--- src/rtl/core/rop_pkg.sv ---
package rop_pkg;

   localparam int OVERLAY_WORDS = 16384;
   localparam int ADDR_W        = $clog2(OVERLAY_WORDS);

   localparam int REQ_DATA_W = 112;
   localparam int REQ_USER_W = 3;
   localparam int RSP_DATA_W = 80;
   localparam int CSR_ADDR_W = 2;
   localparam int CSR_DATA_W = 16;

   typedef enum logic [1:0] {
      CMD_PIXEL  = 2'd0,
      CMD_WINDOW = 2'd1,
      CMD_STORE  = 2'd2
   } cmd_type;

   typedef enum logic [CSR_ADDR_W-1:0] {
      CSR_OVL_LEFT = 2'd0,
      CSR_OVL_TOP  = 2'd1,
      CSR_OVL_COLS = 2'd2,
      CSR_OVL_ROWS = 2'd3
   } csr_idx_type;

   typedef enum logic {
      KIND_PIXEL  = 1'b0,
      KIND_WINDOW = 1'b1
   } kind_type;

   typedef struct packed {
      logic [15:0] left;
      logic [15:0] top;
      logic [7:0]  cols;
      logic [7:0]  rows;
   } ovl_cfg_type;

   // one transaction after the scan stage
   typedef struct packed {
      cmd_type     cmd;
      logic [15:0] pixel;
      logic        in_area;
      logic [15:0] abs_x;
      logic [15:0] abs_y;
      logic [15:0] win_left;
      logic [15:0] win_top;
      logic [15:0] win_cols;
      logic [15:0] win_rows;
      logic [13:0] store_addr;
      logic [15:0] store_data;
   } scan_item_type;

endpackage

--- src/rtl/core/rop_scan.sv ---
module rop_scan (
   input  logic                              clock,
   input  logic                              reset,
   input  logic                              req_tvalid,
   output logic                              req_tready,
   input  logic [rop_pkg::REQ_DATA_W-1:0]    req_tdata,
   input  logic [rop_pkg::REQ_USER_W-1:0]    req_tuser,
   input  logic                              item_take,
   output logic                              item_valid,
   output rop_pkg::scan_item_type            item
);
   import rop_pkg::*;

   logic [15:0] win_left_ff, win_left_in;
   logic [15:0] win_top_ff, win_top_in;
   logic [15:0] win_cols_ff, win_cols_in;
   logic [15:0] win_rows_ff, win_rows_in;
   logic [15:0] col_ff, col_in;
   logic [16:0] row_ff, row_in;
   logic        valid_ff, valid_in;
   scan_item_type item_ff, item_in;

   logic        accept;
   cmd_type     cmd;
   logic        start;
   logic [15:0] col_cur;
   logic [16:0] row_cur;
   logic [16:0] col_next;
   logic        in_area;

   assign req_tready = !valid_ff || item_take;
   assign accept     = req_tvalid && req_tready;
   assign cmd        = cmd_type'(req_tuser[1:0]);
   assign start      = req_tuser[2];

   assign col_cur  = start ? 16'd0 : col_ff;
   assign row_cur  = start ? 17'd0 : row_ff;
   assign in_area  = (win_cols_ff != 16'd0) && (row_cur < {1'b0, win_rows_ff});
   assign col_next = {1'b0, col_cur} + 17'd1;

   always_comb begin
      win_left_in = win_left_ff;
      win_top_in  = win_top_ff;
      win_cols_in = win_cols_ff;
      win_rows_in = win_rows_ff;
      col_in      = col_ff;
      row_in      = row_ff;
      if (accept) begin
         case (cmd)
            CMD_PIXEL: begin
               col_in = col_cur;
               row_in = row_cur;
               if (in_area) begin
                  if (col_next >= {1'b0, win_cols_ff}) begin
                     col_in = 16'd0;
                     row_in = row_cur + 17'd1;
                  end else begin
                     col_in = col_next[15:0];
                  end
               end
            end
            CMD_WINDOW: begin
               win_left_in = req_tdata[31:16];
               win_top_in  = req_tdata[47:32];
               win_cols_in = req_tdata[63:48];
               win_rows_in = req_tdata[79:64];
               col_in      = 16'd0;
               row_in      = 17'd0;
            end
            default: ;
         endcase
      end
   end

   always_comb begin
      valid_in = valid_ff;
      item_in  = item_ff;
      if (req_tready) begin
         valid_in           = req_tvalid;
         item_in.cmd        = cmd;
         item_in.pixel      = req_tdata[15:0];
         item_in.in_area    = in_area;
         item_in.abs_x      = win_left_ff + col_cur;
         item_in.abs_y      = win_top_ff + row_cur[15:0];
         item_in.win_left   = req_tdata[31:16];
         item_in.win_top    = req_tdata[47:32];
         item_in.win_cols   = req_tdata[63:48];
         item_in.win_rows   = req_tdata[79:64];
         item_in.store_addr = req_tdata[93:80];
         item_in.store_data = req_tdata[109:94];
      end
   end

   always_ff @(posedge clock) begin
      if (reset) begin
         win_left_ff <= '0;
         win_top_ff  <= '0;
         win_cols_ff <= '0;
         win_rows_ff <= '0;
         col_ff      <= '0;
         row_ff      <= '0;
         valid_ff    <= 1'b0;
      end else begin
         win_left_ff <= win_left_in;
         win_top_ff  <= win_top_in;
         win_cols_ff <= win_cols_in;
         win_rows_ff <= win_rows_in;
         col_ff      <= col_in;
         row_ff      <= row_in;
         valid_ff    <= valid_in;
      end
   end

   always_ff @(posedge clock) begin
      item_ff <= item_in;
   end

   assign item_valid = valid_ff;
   assign item       = item_ff;

endmodule

--- config.mk ---
export PLATFORM = sky130hd
export DESIGN_NAME = rop_scan
export DESIGN_NICKNAME = d
export VERILOG_FILES = /design/src/rtl/core/rop_pkg.sv /design/src/rtl/core/rop_scan.sv
export SDC_FILE = /design/constraint.sdc
export NUM_CORES = 1
export LEC_CHECK = 0
export BUFFER_PORTS_ARGS = -buffer_cell sky130_fd_sc_hd__clkbuf_2
export CAP_MARGIN = 40
export CORE_MARGIN = 2
export CORE_UTILIZATION = 35
export CTS_CLUSTER_SIZE = 40
export DETAILED_ROUTE_END_ITERATION = 7
export SYNTH_ARGS = -nofsm -noshare
export SYNTH_HDL_FRONTEND = slang
export SYNTH_SLANG_ARGS = --single-unit
--- constraint.sdc ---
create_clock -name clock -period 8 [get_ports clock]
set_input_delay 1.6 -clock clock [delete_from_list [all_inputs] [get_ports clock]]
set_output_delay 1.6 -clock clock [all_outputs]
set_load 0.005 [all_outputs]
==> impl_metrics.prom, run 1 <==
# TYPE chip_impl_metric gauge
chip_impl_info{name="outcome",value="completed"} 1
chip_impl_info{name="crit_family",value="simple AND/OR/NAND/NOR gates"} 1
chip_impl_metric{name="globalRouteTotalUtil",unit="%"} 15.9
chip_impl_metric{name="cell_area_power_density",unit="nW/µm²"} 222
chip_impl_metric{name="synth_edf_count",unit=""} 145
chip_impl_metric{name="synth-seq-cells",unit=""} 243
chip_impl_metric{name="grt_max_degree",unit=""} 72
chip_impl_metric{name="internal_power",unit="mW"} 2.38
chip_impl_info{name="synth.top_cells.by_area",value="edfxtp_1 40%, dfxtp_1 18%, ha_1 7.2%"} 1
chip_impl_metric{name="first_pass_grt_wire_length",unit="µm"} 42700
chip_impl_metric{name="synth.area.mux_share",unit="%"} 0.585
chip_impl_metric{name="power_leakage",unit="nW"} 5.81
chip_impl_metric{name="synth.lib_cells_used.distinct",unit=""} 66
chip_impl_metric{name="mappedNetlistArea",unit="µm²"} 10900
chip_impl_metric{name="number_of_placed_instances_with_taps_included",unit=""} 1648
chip_impl_metric{name="layout-drive-gt1-share",unit="%"} 26.4
chip_impl_metric{name="report.final.hold_viol_count",unit=""} 0
chip_impl_metric{name="ant_diodes",unit=""} 0
chip_impl_metric{name="max-clock-path-buffers",unit=""} 3
chip_impl_metric{name="cts_resized",unit=""} 0
chip_impl_metric{name="synthesized_netlist_net_count",unit=""} 1200
chip_impl_info{name="yosys.area.top_type",value="edfxtp_1"} 1
chip_impl_metric{name="antenna_found_initial",unit=""} 1
chip_impl_metric{name="finalWirelength",unit="µm"} 26400
chip_impl_metric{name="gr-total-overflow",unit=""} 0
chip_impl_metric{name="final_hpwl_dp",unit="µm"} 19100
chip_impl_metric{name="cts_inserted_buffers",unit=""} 29
chip_impl_metric{name="ir_drop",unit="V"} 0.000141
chip_impl_metric{name="total_power",unit="mW"} 3.04
chip_impl_metric{name="cp_num_buf_inv",unit=""} 2
chip_impl_metric{name="clockPowerShare",unit="%"} 46.5
chip_impl_metric{name="final_antenna_net_count",unit=""} 0
chip_impl_metric{name="placement_rows",unit=""} 64
chip_impl_metric{name="timing.max_cap.violations",unit=""} 0
chip_impl_metric{name="cpPeakStageDelay",unit="ns"} 0.45
chip_impl_metric{name="floorplan.die.height",unit="µm"} 181
chip_impl_metric{name="cts.sinks",unit=""} 243
chip_impl_metric{name="asr_flop_ratio_synth",unit="%"} 0
chip_impl_metric{name="place.port_buffers",unit=""} 263
chip_impl_metric{name="setup-violations-final",unit=""} 0
chip_impl_metric{name="synth_simple_gate_area_share",unit="%"} 14.6
chip_impl_info{name="startpoint_type",value="input port"} 1
chip_impl_metric{name="synth_xor_area_share",unit="%"} 4.17
chip_impl_info{name="worstHoldPathType",value="reg -> reg"} 1
chip_impl_metric{name="vias_per_cell",unit=""} 4.84
chip_impl_metric{name="synthAdderAreaFrac",unit="%"} 7.59
chip_impl_metric{name="sequentialPowerShare",unit="%"} 46.5
chip_impl_metric{name="initial_core_utilization",unit="%"} 35.6
chip_impl_metric{name="p_comb_share",unit="%"} 7.1
chip_impl_metric{name="h-tree-depth",unit=""} 1
chip_impl_metric{name="clock_latency",unit="ns"} 0.54
chip_impl_metric{name="drt_drc_violations_left",unit=""} 0
chip_impl_metric{name="syn_to_final_growth",unit="%"} 25.6
chip_impl_metric{name="dpl_cell_area",unit="µm²"} 12700
chip_impl_metric{name="drtPass1Iterations",unit=""} 4
chip_impl_metric{name="complex_gate_fraction_of_the_synthesized_area",unit="%"} 11.5
chip_impl_metric{name="cts_hold_buf",unit=""} 0
chip_impl_metric{name="core",unit="µm²"} 30700
chip_impl_metric{name="setup-tns-final",unit="ns"} 0
chip_impl_metric{name="number_of_global_route_vias_before_repair",unit=""} 8114
chip_impl_metric{name="fillerInstances",unit=""} 2941
chip_impl_metric{name="final_design_area_no_fill",unit="µm²"} 13700
chip_impl_metric{name="syn-instance-count",unit=""} 1016
chip_impl_metric{name="route.detailed.wl_per_inst",unit="µm"} 15.5
chip_impl_metric{name="highest_net_fanout_along_the_worst_path",unit=""} 13
chip_impl_metric{name="stdcell_count",unit=""} 1702
chip_impl_metric{name="netSwitchingPower",unit="mW"} 0.667
chip_impl_metric{name="dieArea",unit="µm²"} 32600
chip_impl_info{name="path_cells",value="clkbuf_2 -> nor2b_1 -> ha_1 -> nand2_1 -> nor3_1 -> nand4_1 -> nor2_1 -> and3_1 -> xnor2_1 -> ha_1 -> nand4_1 -> or3_1 -> o221a_2 -> a211oi_2 -> buf_4 -> nand3_1 -> mux2i_1 -> o21ai_0"} 1
chip_impl_info{name="worst_path_max_delay_cell",value="a211oi_2"} 1
chip_impl_metric{name="switching_share",unit="%"} 21.9
chip_impl_metric{name="vias",unit=""} 8241
chip_impl_metric{name="tightest_slew",unit="ns"} 0.861
chip_impl_info{name="clock-root-buffer",value="clkbuf_16"} 1
chip_impl_metric{name="pin_count",unit=""} 266
chip_impl_metric{name="avgSynthCellArea",unit="µm²"} 10.7
chip_impl_info{name="synth_top_flop_cell",value="edfxtp_1"} 1
chip_impl_metric{name="path_clk_slew",unit="ns"} 0.06
chip_impl_metric{name="nets",unit=""} 1467
chip_impl_metric{name="worst-endpoint-required",unit="ns"} 8.39
chip_impl_metric{name="synth_sequential_area_ratio",unit="%"} 57.9
chip_impl_info{name="cts_tree",value="yes"} 1
chip_impl_metric{name="synth_top_area_share",unit="%"} 39.9
chip_impl_metric{name="multi_input_area",unit="µm²"} 4210
chip_impl_metric{name="worst_ep_arrival_time",unit="ns"} 6.07
chip_impl_metric{name="worst_clock_skew",unit="ns"} 0.00761
chip_impl_metric{name="seq_cell_area",unit="µm²"} 6320
chip_impl_metric{name="relSlewSlack",unit="%"} 42.6
chip_impl_metric{name="dieWidth",unit="µm"} 181
chip_impl_metric{name="period_minus_slack",unit="ns"} 5.68
chip_impl_info{name="largest_family_of_logic_cells_by_synthesized_area",value="simple AND/OR/NAND/NOR gates"} 1
chip_impl_metric{name="final-max-slew-violation-count",unit=""} 0
chip_impl_metric{name="core_occupancy_in_the_finished_layout",unit="%"} 44.7
chip_impl_metric{name="fmax",unit="MHz"} 176
chip_impl_metric{name="final_min_period_over_clock_period",unit="%"} 71.0
chip_impl_metric{name="yosys_warnings",unit=""} 0
chip_impl_metric{name="gp_congestion",unit=""} 0.836
chip_impl_info{name="worstSetupEndpointType",value="register"} 1
chip_impl_info{name="grt_setup_unrepaired",value="false"} 1
chip_impl_metric{name="setup_fix_buffers_added_after_clock_tree_synthesis",unit=""} 0
chip_impl_info{name="crit_path_class",value="in -> reg"} 1
chip_impl_metric{name="drt_iter0_drc",unit=""} 385
[per-layer routing]
| metal | global-route usage, % | share of wire [%] | vias up |
|---|---|---|---|
| met5 | 0 | 0.053 | - |
| met4 | 3.77 | 1.5 | 2 |
| met3 | 3.38 | 6.5 | 34 |
| met2 | 25.0 | 45 | 235 |
| met1 | 22.3 | 47 | 3827 |
| li1 | - | - | 4143 |
[flip-flops by register name, indices dropped and copies added (netlist names)]
name and count:
item_valid 1, item 145, row_ff 17, col_ff 16, win_top_ff 16, win_rows_ff 16, win_cols_ff 16, win_left_ff 16
[Yosys cell counts, types with 5 or more instances]
master,n
o32ai_1,5
a31oi_1,5
a211oi_1,8
dfxtp_1,98
edfxtp_1,145
or3_1,5
nor3_1,19
and3_1,10
nor4_1,7
o21ai_0,35
a21o_1,10
nand3_1,19
nor2_1,48
nand2_1,181
nand2b_1,8
xor2_1,14
o21bai_1,5
nand4_1,15
ha_1,63
o21a_1,7
nor2b_1,19
a21oi_1,99
xnor2_1,38
inv_1,61
clkbuf_1,31
[metrics by stage]
stage / setup slack [ns] / hold slack, ns
floorplan: 1.12 / 0.436
global placement: 1.61 / 0.445
global route: 1.99 / 0.476
CTS: 2.35 / 0.458
detailed placement: 1.82 / 0.450
finish: 2.32 / 0.454
[area by class of cell]
class	instances	area share [%]
sequential	243	46.1
multi-input combinational	673	30.7
timing repair buffer	273	10.3
clock buffer	37	5.80
tap	396	3.61
clock inverter	17	1.79
inverter	63	1.73
[power groups by stage]
stage	combinational, mW	clock, mW	sequential, mW
final	0.215	1.41	1.41
after global routing	0.240	1.50	1.42
after CTS	0.220	1.46	1.42
after detailed placement	0.219	0	1.44
after global placement	0.214	0	1.44
after floorplan	0.0940	0	1.45
[worst paths after layout]
check	depth (start not counted)	from	slack [ns]	end
worst min-delay path	2	win_rows_ff[8]	0.45	win_rows_ff[8]
worst max-delay path	18	req_tuser[2]	2.32	row_ff[10]
worst max register to register	17	col_ff[0]	3.22	row_ff[10]
worst min register to register	2	win_rows_ff[8]	0.45	win_rows_ff[8]
[cell usage in the layout, fill, tap and decap left out, types with 14 or more instances in the layout]
cell,n
a21oi_1,99
clkbuf_16,29
clkbuf_2,263
dfxtp_1,98
edfxtp_1,145
ha_1,63
inv_1,61
nand2_1,181
nand3_1,19
nand4_1,15
nor2_1,47
nor2b_1,19
nor3_1,19
o21ai_0,35
xnor2_1,38
xor2_1,14
[worst min-delay path, stage by stage, from the launching register on]
cell,delay (ns)
dfxtp_1,0.31
nand2_1,0.05
a21oi_1,0.05
[cells by family after synthesis]
| family | Yosys count |
|---|---|
| DFF | 243 |
| and+or+nand+nor | 348 |
| adders and majority gates | 65 |
| buffers and inverters | 100 |
| muxes | 6 |
| AOI/OAI and AO/OA | 202 |
| xor gates and xnor gates | 52 |
Note: power is estimated with default switching activity, not from simulation.
==> run 2, diff against run 1 <==
Settings changed: ABC_AREA from default to 1.
Clock period 8 ns to 4.8 ns, I/O delays scaled along.
==> run 2 against run 1 <==
  * Die area up 2.1%
  * Worst setup slack worse by 1.5 ns
  * Clock skew about the same
  * Synthesized cell count up 12%
  * Register-to-register slack worse by 2.0 ns
  * Via count up 5.1%
  * Sequential share of layout area down 0.50 points
  * Utilization down 0.67 points
  * Critical path depth up 4
  * Combinational power up 140%
  * Sequential cell count unchanged
  * Synthesized area up 2.2%
  * Critical path type unchanged
  * Largest power group unchanged
==> impl_metrics.prom, run 2 <==
# TYPE chip_impl_metric gauge
chip_impl_info{name="grt_setup_unrepaired",value="false"} 1
chip_impl_metric{name="cts_hold_buf",unit=""} 0
chip_impl_metric{name="mappedNetlistArea",unit="µm²"} 11200
chip_impl_info{name="critical_path_s_most_frequent_cell",value="nand2_1"} 1
chip_impl_metric{name="drt_iter0_drc",unit=""} 440
chip_impl_metric{name="synth_edf_count",unit=""} 145
chip_impl_metric{name="syn_to_final_growth",unit="%"} 24.3
chip_impl_metric{name="final_hpwl_dp",unit="µm"} 19600
chip_impl_metric{name="worst-endpoint-required",unit="ns"} 5.27
chip_impl_info{name="worstSetupEndpointType",value="register"} 1
chip_impl_metric{name="synthesized_netlist_net_count",unit=""} 1319
chip_impl_metric{name="setup-violations-final",unit=""} 0
chip_impl_info{name="synth.top_cells.by_area",value="edfxtp_1 39%, dfxtp_1 18%, nand2_1 7.8%"} 1
chip_impl_metric{name="number_of_placed_instances_with_taps_included",unit=""} 1772
chip_impl_metric{name="synth-seq-cells",unit=""} 243
chip_impl_info{name="path_cells",value="clkbuf_2 -> nor2_2 -> ha_1 -> nand2_2 -> nor2_4 -> nand2_1 -> nor2_1 -> xor2_1 -> inv_1 -> ha_1 -> inv_1 -> nor3_1 -> nand2_1 -> nand2_1 -> nand2_1 -> nand2_1 -> nand2_1 -> nand2_4 -> nand2_4 -> o21ai_1 -> nand2_1 -> a21oi_1"} 1
chip_impl_metric{name="vias_per_cell",unit=""} 4.75
chip_impl_metric{name="drtPass1Iterations",unit=""} 5
chip_impl_metric{name="dieWidth",unit="µm"} 183
chip_impl_metric{name="route.detailed.wl_per_inst",unit="µm"} 15.0
chip_impl_info{name="synth_top_cells_by_count",value="231 x nand2_1, 145 x edfxtp_1, 128 x inv_1"} 1
chip_impl_metric{name="first_pass_grt_wire_length",unit="µm"} 43100
chip_impl_info{name="clock-root-buffer",value="clkbuf_16"} 1
chip_impl_metric{name="cp_num_buf_inv",unit=""} 3
chip_impl_metric{name="h-tree-depth",unit=""} 1
chip_impl_metric{name="cell_area_power_density",unit="nW/µm²"} 366
chip_impl_metric{name="cts_resized",unit=""} 0
chip_impl_metric{name="final_antenna_net_count",unit=""} 0
chip_impl_metric{name="relSlewSlack",unit="%"} 55.0
chip_impl_metric{name="final_min_period_over_clock_period",unit="%"} 83.6
chip_impl_metric{name="fmax",unit="MHz"} 249
chip_impl_metric{name="setup_ws",unit="ns"} 0.788
chip_impl_metric{name="worst_ep_arrival_time",unit="ns"} 4.48
chip_impl_metric{name="tightest_slew",unit="ns"} 0.676
chip_impl_info{name="crit_family",value="simple AND/OR/NAND/NOR gates"} 1
chip_impl_metric{name="ant_diodes",unit=""} 0
chip_impl_metric{name="power_leakage",unit="nW"} 6.31
chip_impl_metric{name="vias",unit=""} 8662
chip_impl_metric{name="final-max-slew-violation-count",unit=""} 0
chip_impl_metric{name="final_design_area_no_fill",unit="µm²"} 13900
chip_impl_metric{name="seq_cell_area",unit="µm²"} 6320
chip_impl_metric{name="report.final.hold_viol_count",unit=""} 0
chip_impl_metric{name="synth_sequential_area_ratio",unit="%"} 56.6
chip_impl_metric{name="gr-total-overflow",unit=""} 0
chip_impl_metric{name="cts.sinks",unit=""} 243
chip_impl_metric{name="place.port_buffers",unit=""} 263
chip_impl_metric{name="timing.max_cap.violations",unit=""} 0
chip_impl_info{name="worstHoldPathType",value="reg -> reg"} 1
chip_impl_metric{name="avgSynthCellArea",unit="µm²"} 9.83
chip_impl_metric{name="number_of_global_route_vias_before_repair",unit=""} 8299
chip_impl_info{name="outcome",value="completed"} 1
chip_impl_metric{name="floorplan.die.height",unit="µm"} 183
chip_impl_info{name="synth_most_common_cell",value="nand2_1"} 1
chip_impl_info{name="cts_tree",value="yes"} 1
chip_impl_metric{name="dpl_cell_area",unit="µm²"} 12900
chip_impl_metric{name="total_power",unit="mW"} 5.07
chip_impl_metric{name="synth_top_area_share",unit="%"} 39.0
chip_impl_metric{name="core",unit="µm²"} 31500
chip_impl_metric{name="syn-instance-count",unit=""} 1135
chip_impl_info{name="mostFrequentLayoutCell",value="clkbuf_2"} 1
chip_impl_metric{name="gp_congestion",unit=""} 0.860
chip_impl_metric{name="asr_flop_ratio_synth",unit="%"} 0
chip_impl_metric{name="largest_register_ff_count",unit=""} 145
chip_impl_info{name="synth_top_flop_cell",value="edfxtp_1"} 1
chip_impl_metric{name="pre_cts_slack",unit="ns"} 0.217
chip_impl_metric{name="nets",unit=""} 1584
chip_impl_metric{name="layout-drive-gt1-share",unit="%"} 24.8
chip_impl_info{name="worst_path_max_delay_cell",value="nor2_2"} 1
chip_impl_metric{name="pin_count",unit=""} 266
chip_impl_info{name="startpoint_type",value="input port"} 1
chip_impl_metric{name="cpPeakStageDelay",unit="ns"} 0.39
chip_impl_metric{name="dieArea",unit="µm²"} 33300
chip_impl_metric{name="fillerInstances",unit=""} 3035
chip_impl_metric{name="max-clock-path-buffers",unit=""} 3
chip_impl_metric{name="highest_net_fanout_along_the_worst_path",unit=""} 31
chip_impl_metric{name="path_clk_slew",unit="ns"} 0.06
chip_impl_metric{name="yosys_warnings",unit=""} 0
chip_impl_metric{name="grt_max_degree",unit=""} 112
chip_impl_metric{name="multi_input_area",unit="µm²"} 4140
chip_impl_metric{name="finalWirelength",unit="µm"} 27400
chip_impl_info{name="mostFrequentLayoutCells",value="262 x clkbuf_2, 229 x nand2_1, 145 x edfxtp_1, 128 x inv_1, 117 x a21oi_1"} 1
chip_impl_metric{name="clock_latency",unit="ns"} 0.53
chip_impl_metric{name="stdcell_count",unit=""} 1823
chip_impl_metric{name="cts_inserted_buffers",unit=""} 28
chip_impl_metric{name="drt_drc_violations_left",unit=""} 0
chip_impl_metric{name="globalRouteTotalUtil",unit="%"} 15.9
chip_impl_info{name="yosys.area.top_type",value="edfxtp_1"} 1
chip_impl_metric{name="synth.lib_cells_used.distinct",unit=""} 37
chip_impl_metric{name="ir_drop",unit="V"} 0.000262
chip_impl_metric{name="placement_rows",unit=""} 65
chip_impl_metric{name="period_minus_slack",unit="ns"} 4.01
chip_impl_info{name="crit_path_class",value="in -> reg"} 1
chip_impl_metric{name="antenna_found_initial",unit=""} 0
chip_impl_metric{name="setup_fix_buffers_added_after_clock_tree_synthesis",unit=""} 0
chip_impl_metric{name="worst_clock_skew",unit="ns"} 0.00782
chip_impl_metric{name="initial_core_utilization",unit="%"} 35.4
chip_impl_metric{name="setup-tns-final",unit="ns"} 0
## run 2: cell count changes after synthesis, sizes merged, moves of 10 or more
cell    delta
nor2b     -21
nor2      +39
xor2      +16
o21ai     -16
nand3     +33
nand2     +54
and3      -10
buf       +10
inv       +72
xnor2     -27
a211oi    +23
a21oi     +17
## run 2: power breakdown
group | internal (mW) | switching (mW) | leakage (nW) | total, mW
clock network | 1.31 | 0.853 | 0.441 | 2.17
logic | 0.185 | 0.339 | 3.53 | 0.524
registers | 2.34 | 0.0401 | 2.34 | 2.38
## run 2: final cells by class
type	instances	area share [%]
flip-flops and latches	243	45.6
multi-input cells	715	29.9
repair buffers	278	10.5
clock buffers	33	5.34
inverters	134	3.63
well taps	402	3.63
clock inverters	18	1.44
## run 2: kinds of logic (layout without fill, tap and decap cells)
family	Yosys count	in the layout	share of synthesized area, %
compound gates	193	193	9.95
xor+xnor	41	41	3.22
fa+ha+maj	65	65	7.42
buf+inv	177	463	6.45
flops	243	243	56.6
simple gates	416	416	16.3
## run 2: metrics by stage
stage	utilization [%]	hold WS (ns)
detailed placement	41.1	0.455
CTS	44.0	0.465
global placement	41.0	0.452
finish	44.0	0.464
global route	44.0	0.476
floorplan	-	0.445
## run 2: routing by layer
| metal | GRT usage [%] | routed length, µm | vias to the layer above |
|---|---|---|---|
| met2 | 26.4 | 12400 | 259 |
| met5 | 0 | 0 | - |
| met3 | 2.69 | 1660 | 34 |
| li1 | - | - | 4403 |
| met1 | 21.8 | 12800 | 3966 |
| met4 | 3.90 | 460 | 0 |
## run 2: worst paths after layout
path	slack, ns	cells past startpoint	to	start
min reg2reg	0.46	2	col_ff[7]	col_ff[7]
min	0.46	2	col_ff[7]	col_ff[7]
max reg2reg	1.25	22	row_ff[16]	col_ff[1]
max	0.79	22	row_ff[16]	req_tuser[2]
## run 2: worst min-delay path: stages (launching register included)
cell	delay, ns
dfxtp_1	0.31
nand2_1	0.06
a21oi_1	0.05
==> run 3, diff against run 2 <==
Clock period 4.8 ns to 3.35 ns, I/O delays scaled along.
==> run 3 against run 2 <==
  * Clock-buffer cell count grew 4
  * Clock skew grew 0.00075 ns
  * Cell count grew 4.4%
  * First-iteration DRC count shrank 6.6%
  * Via count grew 3.5%
  * Largest power group unchanged
  * Critical path depth is the same
  * Global-route usage grew 0.51 points
  * Hold slack lost 0.16 ns
  * Register-to-register slack lost 0.93 ns
  * Sequential share of layout area shrank 2.0 points
==> impl_metrics.prom, run 3 (synthesis gave the netlist of run 2 again) <==
# TYPE chip_impl_metric gauge
chip_impl_info{name="worst_r2r_startpoint",value="col_ff[5]"} 1
chip_impl_metric{name="worst_clock_skew",unit="ns"} 0.00857
chip_impl_metric{name="hold_path_depth",unit=""} 1
chip_impl_metric{name="vias",unit=""} 8966
chip_impl_metric{name="fillerInstances",unit=""} 2966
chip_impl_metric{name="setup_ws",unit="ns"} 0.268
chip_impl_metric{name="fmax",unit="MHz"} 324
chip_impl_info{name="path_cells",value="clkbuf_2 -> buf_4 -> nor2_2 -> nand2_1 -> nor2_4 -> nand2_1 -> nor2_1 -> xor2_1 -> inv_1 -> ha_1 -> inv_1 -> nor3_1 -> nor3_1 -> nand2_1 -> nand2_1 -> nand2_1 -> nand2_1 -> nand2_4 -> nand2_4 -> o21ai_1 -> nand2_1 -> a21oi_1"} 1
chip_impl_metric{name="ir_drop",unit="V"} 0.000306
chip_impl_metric{name="cts_inserted_buffers",unit=""} 28
chip_impl_metric{name="dieArea",unit="µm²"} 33300
chip_impl_metric{name="worst_ep_arrival_time",unit="ns"} 3.55
chip_impl_metric{name="whs",unit="ns"} 0.306
chip_impl_info{name="worst_path_max_delay_cell",value="ha_1"} 1
chip_impl_info{name="worstHoldStart",value="req_tdata[0]"} 1
chip_impl_metric{name="syn_to_final_growth",unit="%"} 29.9
chip_impl_metric{name="cts.sinks",unit=""} 243
chip_impl_metric{name="ant_diodes",unit=""} 0
chip_impl_info{name="cts_tree",value="yes"} 1
chip_impl_metric{name="place.port_buffers",unit=""} 263
chip_impl_metric{name="antenna_found_initial",unit=""} 0
chip_impl_info{name="critical_path_s_most_frequent_cell",value="nand2_1"} 1
chip_impl_metric{name="number_of_global_route_vias_before_repair",unit=""} 8723
chip_impl_info{name="startpoint_type",value="input port"} 1
chip_impl_metric{name="largest_register_ff_count",unit=""} 145
chip_impl_metric{name="core",unit="µm²"} 31500
chip_impl_metric{name="vias_per_cell",unit=""} 4.71
chip_impl_metric{name="worstRegToRegCells",unit=""} 23
chip_impl_metric{name="layout-drive-gt1-share",unit="%"} 28.9
chip_impl_metric{name="grt_max_degree",unit=""} 148
chip_impl_metric{name="initial_core_utilization",unit="%"} 35.4
chip_impl_metric{name="final_hpwl_dp",unit="µm"} 19900
chip_impl_metric{name="total_power",unit="mW"} 7.20
chip_impl_metric{name="nets",unit=""} 1664
chip_impl_info{name="crit_family",value="simple AND/OR/NAND/NOR gates"} 1
chip_impl_metric{name="final-max-slew-violation-count",unit=""} 0
chip_impl_metric{name="core_occupancy_in_the_finished_layout",unit="%"} 46.0
chip_impl_metric{name="max-clock-path-buffers",unit=""} 3
chip_impl_metric{name="final_antenna_net_count",unit=""} 0
chip_impl_metric{name="final_design_area_no_fill",unit="µm²"} 14500
chip_impl_metric{name="relSlewSlack",unit="%"} 45.5
chip_impl_metric{name="first_pass_grt_wire_length",unit="µm"} 44400
chip_impl_metric{name="h-tree-depth",unit=""} 1
chip_impl_info{name="mostFrequentLayoutCells",value="262 x clkbuf_2, 229 x nand2_1, 145 x edfxtp_1, 128 x inv_1, 117 x a21oi_1"} 1
chip_impl_metric{name="setup-violations-final",unit=""} 0
chip_impl_metric{name="period_minus_slack",unit="ns"} 3.08
chip_impl_metric{name="drt_iter0_drc",unit=""} 411
chip_impl_metric{name="cp_num_buf_inv",unit=""} 4
chip_impl_metric{name="setup_fix_buffers_added_after_clock_tree_synthesis",unit=""} 0
chip_impl_info{name="crit_path_class",value="in -> reg"} 1
chip_impl_metric{name="highest_net_fanout_along_the_worst_path",unit=""} 19
chip_impl_metric{name="route.detailed.wl_per_inst",unit="µm"} 14.8
chip_impl_metric{name="cell_area_power_density",unit="nW/µm²"} 497
chip_impl_info{name="grt_setup_unrepaired",value="false"} 1
chip_impl_info{name="worstHoldPathType",value="in -> reg"} 1
chip_impl_metric{name="number_of_placed_instances_with_taps_included",unit=""} 1852
chip_impl_info{name="worstReg2RegEnd",value="row_ff[16]"} 1
chip_impl_metric{name="gr-total-overflow",unit=""} 0
chip_impl_metric{name="path_clk_slew",unit="ns"} 0.06
chip_impl_metric{name="drtPass1Iterations",unit=""} 4
chip_impl_metric{name="pin_count",unit=""} 266
chip_impl_info{name="clock-root-buffer",value="clkbuf_16"} 1
chip_impl_metric{name="finalWirelength",unit="µm"} 28200
chip_impl_metric{name="worst-endpoint-required",unit="ns"} 3.81
chip_impl_metric{name="drt_drc_violations_left",unit=""} 0
chip_impl_info{name="worst_hold_end",value="item[127]"} 1
chip_impl_metric{name="stdcell_count",unit=""} 1904
chip_impl_metric{name="dpl_cell_area",unit="µm²"} 13600
chip_impl_metric{name="globalRouteTotalUtil",unit="%"} 16.5
chip_impl_metric{name="placement_rows",unit=""} 65
chip_impl_metric{name="timing.max_cap.violations",unit=""} 0
chip_impl_metric{name="report.final.hold_viol_count",unit=""} 0
chip_impl_metric{name="reg2reg_slack",unit="ns"} 0.32
chip_impl_info{name="outcome",value="completed"} 1
chip_impl_metric{name="dieWidth",unit="µm"} 183
chip_impl_metric{name="floorplan.die.height",unit="µm"} 183
chip_impl_metric{name="pre_cts_slack",unit="ns"} -0.297
chip_impl_metric{name="power_leakage",unit="nW"} 6.74
chip_impl_metric{name="clock_latency",unit="ns"} 0.54
chip_impl_info{name="worstSetupEndpointType",value="register"} 1
chip_impl_metric{name="final_min_period_over_clock_period",unit="%"} 92.0
chip_impl_info{name="mostFrequentLayoutCell",value="clkbuf_2"} 1
chip_impl_metric{name="gp_congestion",unit=""} 0.869
chip_impl_metric{name="tightest_slew",unit="ns"} 0.818
chip_impl_metric{name="cpPeakStageDelay",unit="ns"} 0.30
chip_impl_metric{name="setup-tns-final",unit="ns"} 0
-- run 3: final cells by class --
| class | instances | area (µm²) | area share, % |
|---|---|---|---|
| Inverter | 134 | 503 | 3.47 |
| Tap cell | 402 | 503 | 3.47 |
| Timing Repair Buffer | 358 | 2110 | 14.6 |
| Clock buffer | 37 | 756 | 5.22 |
| Clock inverter | 15 | 130 | 0.898 |
| Sequential cell | 243 | 6320 | 43.6 |
| Multi-Input combinational cell | 715 | 4170 | 28.8 |
-- run 3: how the worst max path moves through the flow --
stage | start | end | cells after the start
2_1_floorplan | req_tuser[2] | row_ff[10] | 23
3_3_place_gp | req_tuser[2] | row_ff[13] | 24
3_5_place_dp | req_tuser[2] | row_ff[16] | 20
4_1_cts | req_tuser[2] | row_ff[16] | 21
5_1_grt | req_tuser[2] | row_ff[16] | 23
6_report | req_tuser[2] | row_ff[16] | 22
-- run 3: metal layers --
layer	track usage, %	wire length [µm]	vias up
met3	3.05	1710	36
met4	4.26	515	0
li1	-	-	4563
met1	22.0	13200	4140
met5	0	0	-
met2	27.5	12900	227
-- run 3: where the power goes --
| group | total (mW) | internal (mW) | switching [mW] | leakage [nW] |
|---|---|---|---|---|
| clock | 2.95 | 1.74 | 1.22 | 0.433 |
| combinational | 0.838 | 0.333 | 0.505 | 3.97 |
| sequential | 3.41 | 3.36 | 0.0557 | 2.34 |
| total | 7.20 | 5.43 | 1.78 | 6.74 |
-- run 3: timing repair --
action / in CTS / in global routing
hold buffers: 0 / 0
setup endpoints to repair: 0 / 19
hold endpoints to repair: 0 / 0
gates resized for setup: 0 / 2
-- run 3: worst register-to-register path, stage by stage, from the launching register on --
cell     delay [ns]
dfxtp_1        0.33
inv_1          0.05
nor2_1         0.18
nand2_1        0.11
nor2_2         0.10
nand2_2        0.08
nor2_4         0.09
nand2_1        0.11
nor2_1         0.14
xor2_1         0.16
inv_1          0.07
ha_1           0.30
inv_1          0.07
nor3_1         0.20
nor3_1         0.08
nand2_1        0.07
nand2_1        0.04
nand2_1        0.05
nand2_1        0.08
nand2_4        0.12
nand2_4        0.18
o21ai_1        0.17
nand2_1        0.06
a21oi_1        0.12
